==> src/design/blpl_pkg.sv <==
`timescale 1ns / 1ps
// ----------------------------------------------------------------------------
// blpl_pkg
// shared constants for the bounded positional list: modes, status codes,
// field widths and item layouts
// ----------------------------------------------------------------------------
package blpl_pkg;

  localparam int CAPACITY_DEFAULT = 16;

  // field widths
  localparam int MODE_W   = 3;
  localparam int POS_W    = 5;
  localparam int VALUE_W  = 32;
  localparam int STATUS_W = 2;
  localparam int COUNT_W  = 5;

  // input item layout, lowest bit first
  localparam int IN_W       = 40;
  localparam int IN_MODE_LO = 0;
  localparam int IN_POS_LO  = IN_MODE_LO + MODE_W;
  localparam int IN_VAL_LO  = IN_POS_LO + POS_W;

  // result item layout, lowest bit first
  localparam int OUT_W         = 40;
  localparam int OUT_STATUS_LO = 0;
  localparam int OUT_ELEM_LO   = OUT_STATUS_LO + STATUS_W;
  localparam int OUT_COUNT_LO  = OUT_ELEM_LO + VALUE_W;
  localparam int OUT_PAD_W     = OUT_W - (OUT_COUNT_LO + COUNT_W);

  // operation codes
  localparam logic [MODE_W-1:0] MODE_PUSH_FRONT = 3'd0;
  localparam logic [MODE_W-1:0] MODE_PUSH_BACK  = 3'd1;
  localparam logic [MODE_W-1:0] MODE_INSERT_AT  = 3'd2;
  localparam logic [MODE_W-1:0] MODE_POP_FRONT  = 3'd3;
  localparam logic [MODE_W-1:0] MODE_POP_BACK   = 3'd4;
  localparam logic [MODE_W-1:0] MODE_REMOVE_AT  = 3'd5;
  localparam logic [MODE_W-1:0] MODE_DUMP       = 3'd6;

  // status codes
  localparam logic [STATUS_W-1:0] ST_OK      = 2'd0;
  localparam logic [STATUS_W-1:0] ST_INVALID = 2'd1;
  localparam logic [STATUS_W-1:0] ST_FULL    = 2'd2;

endpackage

==> src/design/bounded_positional_list_top.sv <==
`timescale 1ns / 1ps
// ----------------------------------------------------------------------------
// bounded_positional_list_top
// ordered list of signed 32-bit values held in one ram, front at entry 0
// ----------------------------------------------------------------------------
// usage
//   s_* carries operation items: push front/back, insert at, pop front/back,
//   remove at, dump. m_* carries result items with status, element, count
//   and tlast. every operation gives one result; dump gives one per entry,
//   front to back, with tlast on the final one (an empty dump gives one
//   invalid result).
// timing
//   one item is in flight at a time; s_tready is high only while idle.
//   inserts and removes move entries through the ram's read and write ports,
//   one entry per cycle. dump issues the first read when the item is taken,
//   then emits one result per cycle while the output register is free.
// reset
//   rst empties the list and drops m_tvalid; ram contents are not cleared,
//   entries at or beyond the count are never read.
// stall
//   results sit in the output register until m_tready; while the register is
//   full no result is written and dump reads are held back so nothing is lost.
// ----------------------------------------------------------------------------
module bounded_positional_list_top #(
  parameter int CAPACITY = blpl_pkg::CAPACITY_DEFAULT
) (
  input  logic                       clk,
  input  logic                       rst,
  // input item: mode[2:0], position[7:3], value[39:8]
  input  logic                       s_tvalid,
  output logic                       s_tready,
  input  logic [blpl_pkg::IN_W-1:0]  s_tdata,
  // result item: status[1:0], element[33:2], count[38:34], zero pad[39]
  output logic                       m_tvalid,
  input  logic                       m_tready,
  output logic [blpl_pkg::OUT_W-1:0] m_tdata,
  output logic                       m_tlast
);

  localparam int AW  = $clog2(CAPACITY);
  localparam int CW  = $clog2(CAPACITY + 1);
  localparam int XW0 = (CW > blpl_pkg::POS_W) ? CW : blpl_pkg::POS_W;
  localparam int XW  = (XW0 > blpl_pkg::COUNT_W) ? XW0 : blpl_pkg::COUNT_W;

  // sequencer states
  localparam logic [1:0] S_IDLE  = 2'd0;
  localparam logic [1:0] S_SHIFT = 2'd1;
  localparam logic [1:0] S_RESP  = 2'd2;
  localparam logic [1:0] S_DUMP  = 2'd3;

  // input fields
  logic [blpl_pkg::MODE_W-1:0]  in_mode;
  logic [blpl_pkg::POS_W-1:0]   in_pos;
  logic [blpl_pkg::VALUE_W-1:0] in_val;

  assign in_mode = s_tdata[blpl_pkg::IN_MODE_LO +: blpl_pkg::MODE_W];
  assign in_pos  = s_tdata[blpl_pkg::IN_POS_LO +: blpl_pkg::POS_W];
  assign in_val  = s_tdata[blpl_pkg::IN_VAL_LO +: blpl_pkg::VALUE_W];

  // control registers
  logic [1:0]    state, state_next;
  logic [CW-1:0] occ, occ_next;       // entries in the list
  logic [CW-1:0] left, left_next;     // reads still to issue in a shift
  logic [AW-1:0] rd_idx, rd_idx_next; // next ram read address
  logic [AW-1:0] wr_idx, wr_idx_next; // write target of the read in flight
  logic          pend, pend_next;     // read in flight, write back next cycle
  logic          ins, ins_next;       // shift toward the back (insert)
  logic [AW-1:0] tgt_idx, tgt_idx_next;
  logic [blpl_pkg::VALUE_W-1:0]  val, val_next;
  logic [blpl_pkg::STATUS_W-1:0] status, status_next;

  // output register
  logic                       m_tvalid_next;
  logic [blpl_pkg::OUT_W-1:0] m_tdata_next;
  logic                       m_tlast_next;
  logic                       out_free;

  // ram port
  logic                         ram_we;
  logic [AW-1:0]                ram_waddr;
  logic [blpl_pkg::VALUE_W-1:0] ram_wdata;
  logic                         ram_re;
  logic [AW-1:0]                ram_raddr;
  logic [blpl_pkg::VALUE_W-1:0] ram_rdata;

  // widened views for position compares
  logic [XW-1:0] occ_x;
  logic [XW-1:0] pos_x;
  logic [XW-1:0] tgt_x;
  logic          dump_last;

  assign occ_x    = XW'(occ);
  assign pos_x    = XW'(in_pos);
  assign out_free = !m_tvalid || m_tready;
  assign s_tready = (state == S_IDLE);

  // final dump entry when index + 1 reaches the count
  assign dump_last = (CW'(CW'(rd_idx) + 1'b1) == occ);

  blpl_ram #(
    .WIDTH (blpl_pkg::VALUE_W),
    .DEPTH (CAPACITY)
  ) u_ram (
    .clk   (clk),
    .we    (ram_we),
    .waddr (ram_waddr),
    .wdata (ram_wdata),
    .re    (ram_re),
    .raddr (ram_raddr),
    .rdata (ram_rdata)
  );

  // target position of the incoming operation
  always_comb begin
    unique case (in_mode)
      blpl_pkg::MODE_PUSH_FRONT: tgt_x = '0;
      blpl_pkg::MODE_PUSH_BACK:  tgt_x = occ_x;
      blpl_pkg::MODE_INSERT_AT:  tgt_x = pos_x;
      blpl_pkg::MODE_POP_FRONT:  tgt_x = '0;
      blpl_pkg::MODE_POP_BACK:   tgt_x = XW'(occ_x - 1'b1);
      blpl_pkg::MODE_REMOVE_AT:  tgt_x = pos_x;
      default:                   tgt_x = '0;
    endcase
  end

  always_comb begin
    state_next    = state;
    occ_next      = occ;
    left_next     = left;
    rd_idx_next   = rd_idx;
    wr_idx_next   = wr_idx;
    pend_next     = pend;
    ins_next      = ins;
    tgt_idx_next  = tgt_idx;
    val_next      = val;
    status_next   = status;
    m_tvalid_next = m_tvalid && !m_tready;
    m_tdata_next  = m_tdata;
    m_tlast_next  = m_tlast;
    ram_we        = 1'b0;
    ram_waddr     = wr_idx;
    ram_wdata     = ram_rdata;
    ram_re        = 1'b0;
    ram_raddr     = rd_idx;

    unique case (state)
      S_IDLE: begin
        if (s_tvalid) begin
          val_next     = in_val;
          tgt_idx_next = AW'(tgt_x);
          pend_next    = 1'b0;
          unique case (in_mode) inside
            blpl_pkg::MODE_PUSH_FRONT, blpl_pkg::MODE_PUSH_BACK,
            blpl_pkg::MODE_INSERT_AT: begin
              if (occ == CW'(CAPACITY)) begin
                status_next = blpl_pkg::ST_FULL;
                state_next  = S_RESP;
              end else if (tgt_x > occ_x) begin
                status_next = blpl_pkg::ST_INVALID;
                state_next  = S_RESP;
              end else begin
                // move entries tgt..occ-1 one place back, last one first
                ins_next    = 1'b1;
                left_next   = CW'(occ_x - tgt_x);
                rd_idx_next = AW'(occ_x - 1'b1);
                state_next  = S_SHIFT;
              end
            end
            blpl_pkg::MODE_POP_FRONT, blpl_pkg::MODE_POP_BACK,
            blpl_pkg::MODE_REMOVE_AT: begin
              if (occ == '0 || tgt_x >= occ_x) begin
                status_next = blpl_pkg::ST_INVALID;
                state_next  = S_RESP;
              end else begin
                // move entries tgt+1..occ-1 one place forward
                ins_next    = 1'b0;
                left_next   = CW'(occ_x - tgt_x - 1'b1);
                rd_idx_next = AW'(tgt_x + 1'b1);
                state_next  = S_SHIFT;
              end
            end
            blpl_pkg::MODE_DUMP: begin
              if (occ == '0) begin
                status_next = blpl_pkg::ST_INVALID;
                state_next  = S_RESP;
              end else begin
                ram_re      = 1'b1;
                ram_raddr   = '0;
                rd_idx_next = '0;
                state_next  = S_DUMP;
              end
            end
            default: begin
              status_next = blpl_pkg::ST_INVALID;
              state_next  = S_RESP;
            end
          endcase
        end
      end

      S_SHIFT: begin
        // write back the entry read last cycle
        ram_we    = pend;
        ram_waddr = wr_idx;
        ram_wdata = ram_rdata;
        if (left != '0) begin
          ram_re      = 1'b1;
          ram_raddr   = rd_idx;
          pend_next   = 1'b1;
          left_next   = CW'(left - 1'b1);
          if (ins) begin
            wr_idx_next = AW'(rd_idx + 1'b1);
            rd_idx_next = AW'(rd_idx - 1'b1);
          end else begin
            wr_idx_next = AW'(rd_idx - 1'b1);
            rd_idx_next = AW'(rd_idx + 1'b1);
          end
        end else begin
          pend_next = 1'b0;
          if (!pend) begin
            // all moves done, drop the new value in its slot
            if (ins) begin
              ram_we    = 1'b1;
              ram_waddr = tgt_idx;
              ram_wdata = val;
              occ_next  = CW'(occ + 1'b1);
            end else begin
              occ_next  = CW'(occ - 1'b1);
            end
            status_next = blpl_pkg::ST_OK;
            state_next  = S_RESP;
          end
        end
      end

      S_RESP: begin
        if (out_free) begin
          m_tvalid_next = 1'b1;
          m_tdata_next  = {{blpl_pkg::OUT_PAD_W{1'b0}},
                           occ_x[blpl_pkg::COUNT_W-1:0],
                           {blpl_pkg::VALUE_W{1'b0}},
                           status};
          m_tlast_next  = 1'b1;
          state_next    = S_IDLE;
        end
      end

      S_DUMP: begin
        // ram_rdata holds entry rd_idx until the next read
        if (out_free) begin
          m_tvalid_next = 1'b1;
          m_tdata_next  = {{blpl_pkg::OUT_PAD_W{1'b0}},
                           occ_x[blpl_pkg::COUNT_W-1:0],
                           ram_rdata,
                           blpl_pkg::ST_OK};
          m_tlast_next  = dump_last;
          if (dump_last) begin
            state_next = S_IDLE;
          end else begin
            ram_re      = 1'b1;
            ram_raddr   = AW'(rd_idx + 1'b1);
            rd_idx_next = AW'(rd_idx + 1'b1);
          end
        end
      end

      default: begin
        state_next = S_IDLE;
      end
    endcase
  end

  always_ff @(posedge clk) begin
    if (rst) begin
      state    <= S_IDLE;
      occ      <= '0;
      pend     <= 1'b0;
      m_tvalid <= 1'b0;
    end else begin
      state    <= state_next;
      occ      <= occ_next;
      pend     <= pend_next;
      m_tvalid <= m_tvalid_next;
    end
  end

  // datapath registers
  always_ff @(posedge clk) begin
    left    <= left_next;
    rd_idx  <= rd_idx_next;
    wr_idx  <= wr_idx_next;
    ins     <= ins_next;
    tgt_idx <= tgt_idx_next;
    val     <= val_next;
    status  <= status_next;
    m_tdata <= m_tdata_next;
    m_tlast <= m_tlast_next;
  end

endmodule

==> src/design/blpl_ram.sv <==
`timescale 1ns / 1ps
// ----------------------------------------------------------------------------
// blpl_ram
// generic simple dual-port ram, one write and one read port, registered read
// ----------------------------------------------------------------------------
module blpl_ram #(
  parameter int WIDTH = 32,
  parameter int DEPTH = 16
) (
  input  logic                     clk,
  input  logic                     we,
  input  logic [$clog2(DEPTH)-1:0] waddr,
  input  logic [WIDTH-1:0]         wdata,
  input  logic                     re,
  input  logic [$clog2(DEPTH)-1:0] raddr,
  output logic [WIDTH-1:0]         rdata
);

  logic [WIDTH-1:0] mem [DEPTH];

  always_ff @(posedge clk) begin
    if (we) begin
      mem[waddr] <= wdata;
    end
  end

  // read data holds while re is low
  always_ff @(posedge clk) begin
    if (re) begin
      rdata <= mem[raddr];
    end
  end

endmodule

==> config.mk <==
export PLATFORM = sky130hd
export DESIGN_NAME = bounded_positional_list_top
export DESIGN_NICKNAME = d
export VERILOG_FILES = /design/src/design/blpl_pkg.sv /design/src/design/bounded_positional_list_top.sv /design/src/design/blpl_ram.sv
export SDC_FILE = /design/constraint.sdc
export NUM_CORES = 1
export LEC_CHECK = 0
export ABC_CLOCK_PERIOD_IN_PS = 5300
export BUFFER_PORTS_ARGS = -buffer_cell sky130_fd_sc_hd__clkbuf_2
export CAP_MARGIN = 20
export CORE_MARGIN = 2
export CORE_UTILIZATION = 64
export CTS_BUF_LIST = sky130_fd_sc_hd__clkbuf_4
export CTS_CLUSTER_SIZE = 10
export DETAILED_ROUTE_END_ITERATION = 6
export PLACE_DENSITY = 0.84
export SKIP_CTS_REPAIR_TIMING = 1
export SLEW_MARGIN = 5
export SYNTH_ARGS = -nofsm -noshare
export SYNTH_HDL_FRONTEND = slang
export SYNTH_SLANG_ARGS = --single-unit
==> constraint.sdc <==
create_clock -name clk -period 5.3 [get_ports clk]
set_clock_uncertainty 0.2 [all_clocks]
set_input_delay 0.53 -clock clk [delete_from_list [all_inputs] [get_ports clk]]
set_output_delay 0.53 -clock clk [all_outputs]
set_load 0.01 [all_outputs]
; ---- Word level (Yosys, flattened, before mapping)
; Memory sizes are Yosys's and may differ from the RTL's. A register that Yosys moved wholly into a read port is not among the register bits.
; Cells that the tools add are included.
; W data, S select, Z words.
[totals]
reg_bits = 102
mem_bits_rw = 512
in_bits = 44
out_inout_bits = 43
elab_cells = 163
memories = 1
[mem_list]
columns = memory, words, width, read_ports, rd_ports_with_merged_regs, write_ports, line
row1 = u_ram.mem, 16, 32, 1, 1, 1, blpl_ram.sv:19  ; logic [WIDTH-1:0] mem [DEPTH];
[op_classes]
addsub = 9
magnitude_cmp = 2
eq_ne = 29
muxes = 80
n_bitwise = 2
n_reduce_logical = 27
[op_table]
columns = op, n
row1 = $mux W32, 4
row2 = $mux W40, 2
row3 = $pmux W40 S2, 1
row4 = $mux W4, 16
row5 = $mux W2, 16
row6 = $mux W5, 6
row7 = $pmux W4 S3, 2
row8 = $mux W1, 21
row9 = $reduce_and A7 Y1, 3
row10 = $ne A2 B2 Y1 const B, 10
row11 = $pmux W5 S2, 2
row12 = $ne A3 B3 Y1 const B, 5
row13 = $pmux W5 S3, 1
row14 = $sub A5 B1 Y5 const B, 3
row15 = $pmux W2 S3, 2
row16 = $reduce_and A6 Y1, 2
row17 = $eq A3 B3 Y1 const B, 3
row18 = $add A4 B1 Y4 const B, 2
row19 = $pmux W2 S4, 1
row20 = $pmux W4 S2, 1
row21 = $eq A3 B2 Y1 const B, 2
row22 = $pmux W1 S2, 3
row23 = $reduce_and A2 Y1, 3
row24 = $reduce_and A3 Y1, 2
row25 = 28 further kinds, 36

; ---- Depth between registers and ports, before layout
[logic_depth]
ltp_word = 9
ltp_mapped = 16
ltp_nobuf = 15

; ---- Modules after synthesis
; From an unflattened synthesis, not the netlist that was laid out.
[unflattened]
hier_cells = 1314
hier_area_um2 = 25715.9
[by_module_without_submodules]
columns = mod, instances, cells_each, area_each_um2
row1 = blpl_ram, 1, 838, 20174.3
row2 = bounded_positional_list_top, 1, 476, 5541.6

; ---- Worst setup path before layout
; OpenSTA, ideal clock, no wires.
[synth_path]
path_kind = register -> register
from = register state[0]
to = register u_ram.rdata[0], read port of u_ram.mem (enable)
t_arrival_ns = 3.645
setup_slack_ns = 1.023
path_stages_with_launch = 7
path_buffers = 1
cell_sequence = dfxtp_1 inv_1 ha_1 clkbuf_1 and2_1 a21oi_1 a21oi_1
[synth_between]
elab_chain_cells = 2
word_cells_on_any_way = 5
[synth_lines]
columns = element, line
row1 = "start, declared", bounded_positional_list_top.sv:61  ; logic [1:0] state, state_next;
row2 = "start signal, assigned", bounded_positional_list_top.sv:280  ; state <= state_next;
row3 = $logic_not A2 Y1, --
row4 = via s_tready, bounded_positional_list_top.sv:31  ; output logic s_tready,
row5 = $pmux W1 S3, bounded_positional_list_top.sv:146  ; unique case (state)
row6 = via ram_re, bounded_positional_list_top.sv:82  ; logic ram_re;
row7 = "end, declared", blpl_ram.sv:16  ; output logic [WIDTH-1:0] rdata
; The timed path passes the listed nets, and every way through them passes these cells.
; A chain may end at the register's enable or synchronous reset.

; ---- Worst setup path after layout
[layout_path]
from = register occ[0]
to = register status[0] in the netlist's numbering (enable)
[layout_between]
elab_chain_cells = 6
word_cells_on_any_way = 11
[layout_lines]
columns = element, line
row1 = "start, declared", bounded_positional_list_top.sv:62  ; logic [CW-1:0] occ, occ_next;
row2 = "start signal, assigned", bounded_positional_list_top.sv:281  ; occ <= occ_next;
row3 = $sub A5 B1 Y5, bounded_positional_list_top.sv:120  ; blpl_pkg::MODE_POP_BACK: tgt_x = XW'(occ_x - 1'b1);
row4 = $pmux W5 S3, bounded_positional_list_top.sv:115  ; unique case (in_mode)
row5 = $ge A5 B5 Y1, bounded_positional_list_top.sv:171  ; if (occ == '0 || tgt_x >= occ_x) begin
row6 = $logic_or A1 B1 Y1, bounded_positional_list_top.sv:171
row7 = $ne A3 B3 Y1 (no source line), --
row8 = $reduce_and A7 Y1 (no source line) (*), --
row9 = "end signal, assigned", bounded_positional_list_top.sv:295  ; status <= status_next;
row10 = "end, declared", bounded_positional_list_top.sv:70  ; logic [blpl_pkg::STATUS_W-1:0] status, status_next;
; Every way passes the cells marked *; elsewhere a longest branch is shown, timed or not.

==> summary.md <==
| Metric | Value |
|---|---|
| Die X | 206 µm |
| Setup violations, final | 0 |
| Startpoint Class | flip-flop |
| Setup CP Type | reg2reg |
| Met3 Track Usage GR | 0.0664 |
| Synth warn | 0 |
| Die H | 206 µm |
| Number of port buffers | 85 |
| Post-route clock period utilization | 0.915 |
| CP endpoint kind | flip-flop |
| Critical path data required time | 5630 ps |
| Vias per cell | 6.40 |
| Post-synth EDFFs | 636 |
| Slew @ Worst Pin | 1150 ps |
| Distinct cell type count of the synthesized netlist | 77 |
| Grt met1 use | 0.391 |
| Post-synth top area cell | edfxtp_1 |
| Critical-path cell list | inv_1, ha_1, nor3b_1, a21oi_1, a2bb2oi_1, a2bb2oi_1, ha_1, o21ai_0, a21boi_0, o21ai_0, a221oi_1, a211oi_1, o211ai_1, a21oi_1 |
| Hold depth | 3 |
| Max cap viols | 0 |
| Initial Utilization | 0.645 |
| Sequential cell area fraction in the yosys report | 0.737 |
| Synth Flop Type | edfxtp_1 |
| CTS H-tree depth | 4 |
| Final Critical Period | 4850 ps |
| Pins Over Slew Limit | 0 |
| FF-to-FF setup slack | 450 ps |
| Met2 Use GR | 0.470 |
| DR pass1 iterations | 6 |
| Power Density | 407 nW/µm² |
| Most common cell in the netlist | edfxtp_1 |
| Compound-cell area share of the yosys netlist | 0.0710 |
| Synth Area in Simple Gates | 0.0866 |
| RSZ-0062 raised after global routing | false |
| Yosys reg bits | 645 |
| Largest net degree at the start of global routing | 85 |
| Asr flop ratio synth | 0 |
| Initial antenna violation count | 2 |
| R2r startpoint | occ[0] |
| Share of cells above drive strength 1 | 0.222 |
| Setup_tns | 0 ps |
| Top-level I/O count | 87 |
| Reg2Reg Depth | 14 |
| Worst-path fanout max | 8 |
| Root Driver | clkbuf_4 |
| Mean Syn Cell Area | 15.6 µm² |
| Setup crit start | occ[0] |
| Post-synthesis xor/xnor area fraction | 0.00804 |
| Layout area overhead | 13.6% |
| Status | completed |
| Fill cells | 2,393 |
| Crit path to | status[0] |
| Fmax | 0.206 GHz |
| Initial drt markers | 1,956 |
| Adder-cell share of the synthesized area | 0.00842 |
| Clock Pin Slew Worst Setup and Hold Paths | 60 ps |
| Final core utilization | 0.732 |
| Core area | 40,600 µm² |
| Max incr delay on CP | 560 ps |
| Peak supply drop | 267 µV |
| Crit path DAT | 5180 ps |
| CP bufs+invs | 1 |
| Vias in the first global route | 16,200 |
| Top cells by count, synth | 636 x edfxtp_1, 277 x nand2_1, 132 x mux2i_1 |
| Num rows | 74 |
| Synthesized cell area | 26,100 µm² |
| Final Hold Vio Count | 0 |
| Post-DP HPWL | 33.7 mm |
| Max Buffers Root-to-Sink | 3 |
| Via count | 16,400 |
| CTS tree | done |
| Slew margin rel. | 0.227 |
| Main combinational cell family by area after synthesis | simple AND/OR/NAND/NOR gates |
| Reg2reg end | status[0] |
| Post-route DRC violation count | 0 |
| GRT overflow | 0 |
| Number of cells on the critical path | 14 |
| Total power | 12,100 µW |
| Cell count after synthesis | 1,681 |
| Synth top area cells | edfxtp_1 73%, mux2i_1 5.1%, a32oi_1 4.2% |
| Most Crowded Layer GR | met2 |
| Post-route ant nets | 0 |
| Skew-Pair Late Insertion Delay | 870 ps |
| Cts bufs inserted | 155 |
| Synth Net Count | 1,742 |
| Final GP Congestion | 0.888 |
| Pleak | 0.0105 µW |
| WL/cell | 24.4 µm |
| Final wirelength | 62.5 mm |
| Top cell type's share of synthesized area | 0.731 |
| CP max stage cell | dfxtp_1 |
| Die area | 42,500 µm² |
| Delay-heaviest family, CP | compound AO/OA/AOI/OAI gates |
| First-pass GRT wire length | 92.6 mm |
| Sinks on Clock Net | 645 |
| All-Layer GR Usage | 0.298 |
| Net count, final | 1,977 |
| Hold Crit Class | in2reg |
| Mux share of post-synthesis cell area | 0.0660 |
-- worst min path at each step --
stage,from,to,slack (ps)
2_1_floorplan,occ[4],m_tdata[38],230
3_3_place_gp,state[1],state[1],330
3_5_place_dp,u_ram.rdata[2],m_tdata[4],340
4_1_cts,s_tdata[33],val[25],-430
5_1_grt,s_tdata[0],state[0],100
6_report,s_tdata[0],state[0],130
-- cells in the final DEF, fill, tap and decap left out, types with 3 or more instances in the layout --
master,count
dlygate4sd3_1,39
clkbuf_4,220
a32oi_1,126
a21oi_1,25
nor3_1,8
nor2b_1,6
inv_1,25
nor2_4,18
edfxtp_1,636
o21ai_0,26
clkinv_1,35
nand2b_1,12
xnor2_1,15
nand4_1,3
mux2i_1,132
inv_2,3
nand2_1,277
a31oi_1,6
a221oi_1,4
ha_1,15
mux2_2,36
o221ai_1,3
and4_1,31
a2111oi_0,4
clkbuf_2,85
a22oi_1,4
nor3_4,6
a21boi_0,3
xor2_1,9
bufinv_16,5
buf_4,49
dfxtp_1,9
nor3b_1,6
o211ai_1,6
nand3_1,10
nor2_1,33
and2_1,35
-- flip-flops by register name, summed over array words and instances (netlist names), 2 cells and up --
register and count:
u_ram.mem 512, m_tdata 39, u_ram.rdata 32, val 32
left 5, occ 5, rd_idx 4, tgt_idx 4
wr_idx 4, state 2, status 2
-- through the flow --
step | cell area, µm² | std cells | hold WS [ps] | worst slack [ps]
after global placement | 27300 | 2252 | 331 | 610
after floorplan | 26100 | 1681 | 231 | 1020
final | 29700 | 2559 | 133 | 452
after detailed placement | 27300 | 2252 | 343 | 543
after CTS | 29300 | 2519 | -429 | 521
after global routing | 29700 | 2559 | 95.7 | 99.0
-- worst register-to-register path, cell delays in order (launching register included) --
cell and delay [ps]:
dfxtp_1 560, inv_1 200, ha_1 350, nor3b_1 180, a21oi_1 140, a2bb2oi_1 160
a2bb2oi_1 480, ha_1 380, o21ai_0 110, a21boi_0 140, o21ai_0 550, a221oi_1 210
a211oi_1 480, o211ai_1 160, a21oi_1 240
-- cell families (layout without fill, tap and decap cells) --
logic type                 after synthesis  count (layout)
muxes                                  168             168
DFF                                    645             645
other                                    1               2
AOI/OAI and AO/OA                      236             236
xor gates and xnor gates                24              24
adders and majority gates               17              17
and+or+nand+nor                        469             469
buffers and inverters                  121             466
-- per-layer routing --
metal,vias up,part of all wire
met5,-,0
met4,0,0.042
met3,198,0.11
met2,1170,0.48
met1,7924,0.37
li1,7084,-
-- cell type report --
cell class / count / area (µm²) / area share
Clock buffer: 220 / 1650 / 0.0556
Antenna cell: 1 / 2.50 / 0.0000842
Timing Repair Buffer: 174 / 1200 / 0.0405
Inverter: 25 / 93.8 / 0.00316
Clock inverter: 47 / 323 / 0.0109
Tap cell: 532 / 666 / 0.0224
Multi-Input combinational cell: 915 / 6490 / 0.218
Sequential cell: 645 / 19300 / 0.649
-- report_power, final --
group	internal (µW)	switching, µW	leakage [µW]	total [µW]
logic	758	1410	0.00346	2170
clock network	2150	1900	0.00116	4050
registers	5800	61.0	0.00584	5860
Power figures use the tool's default switching activity.
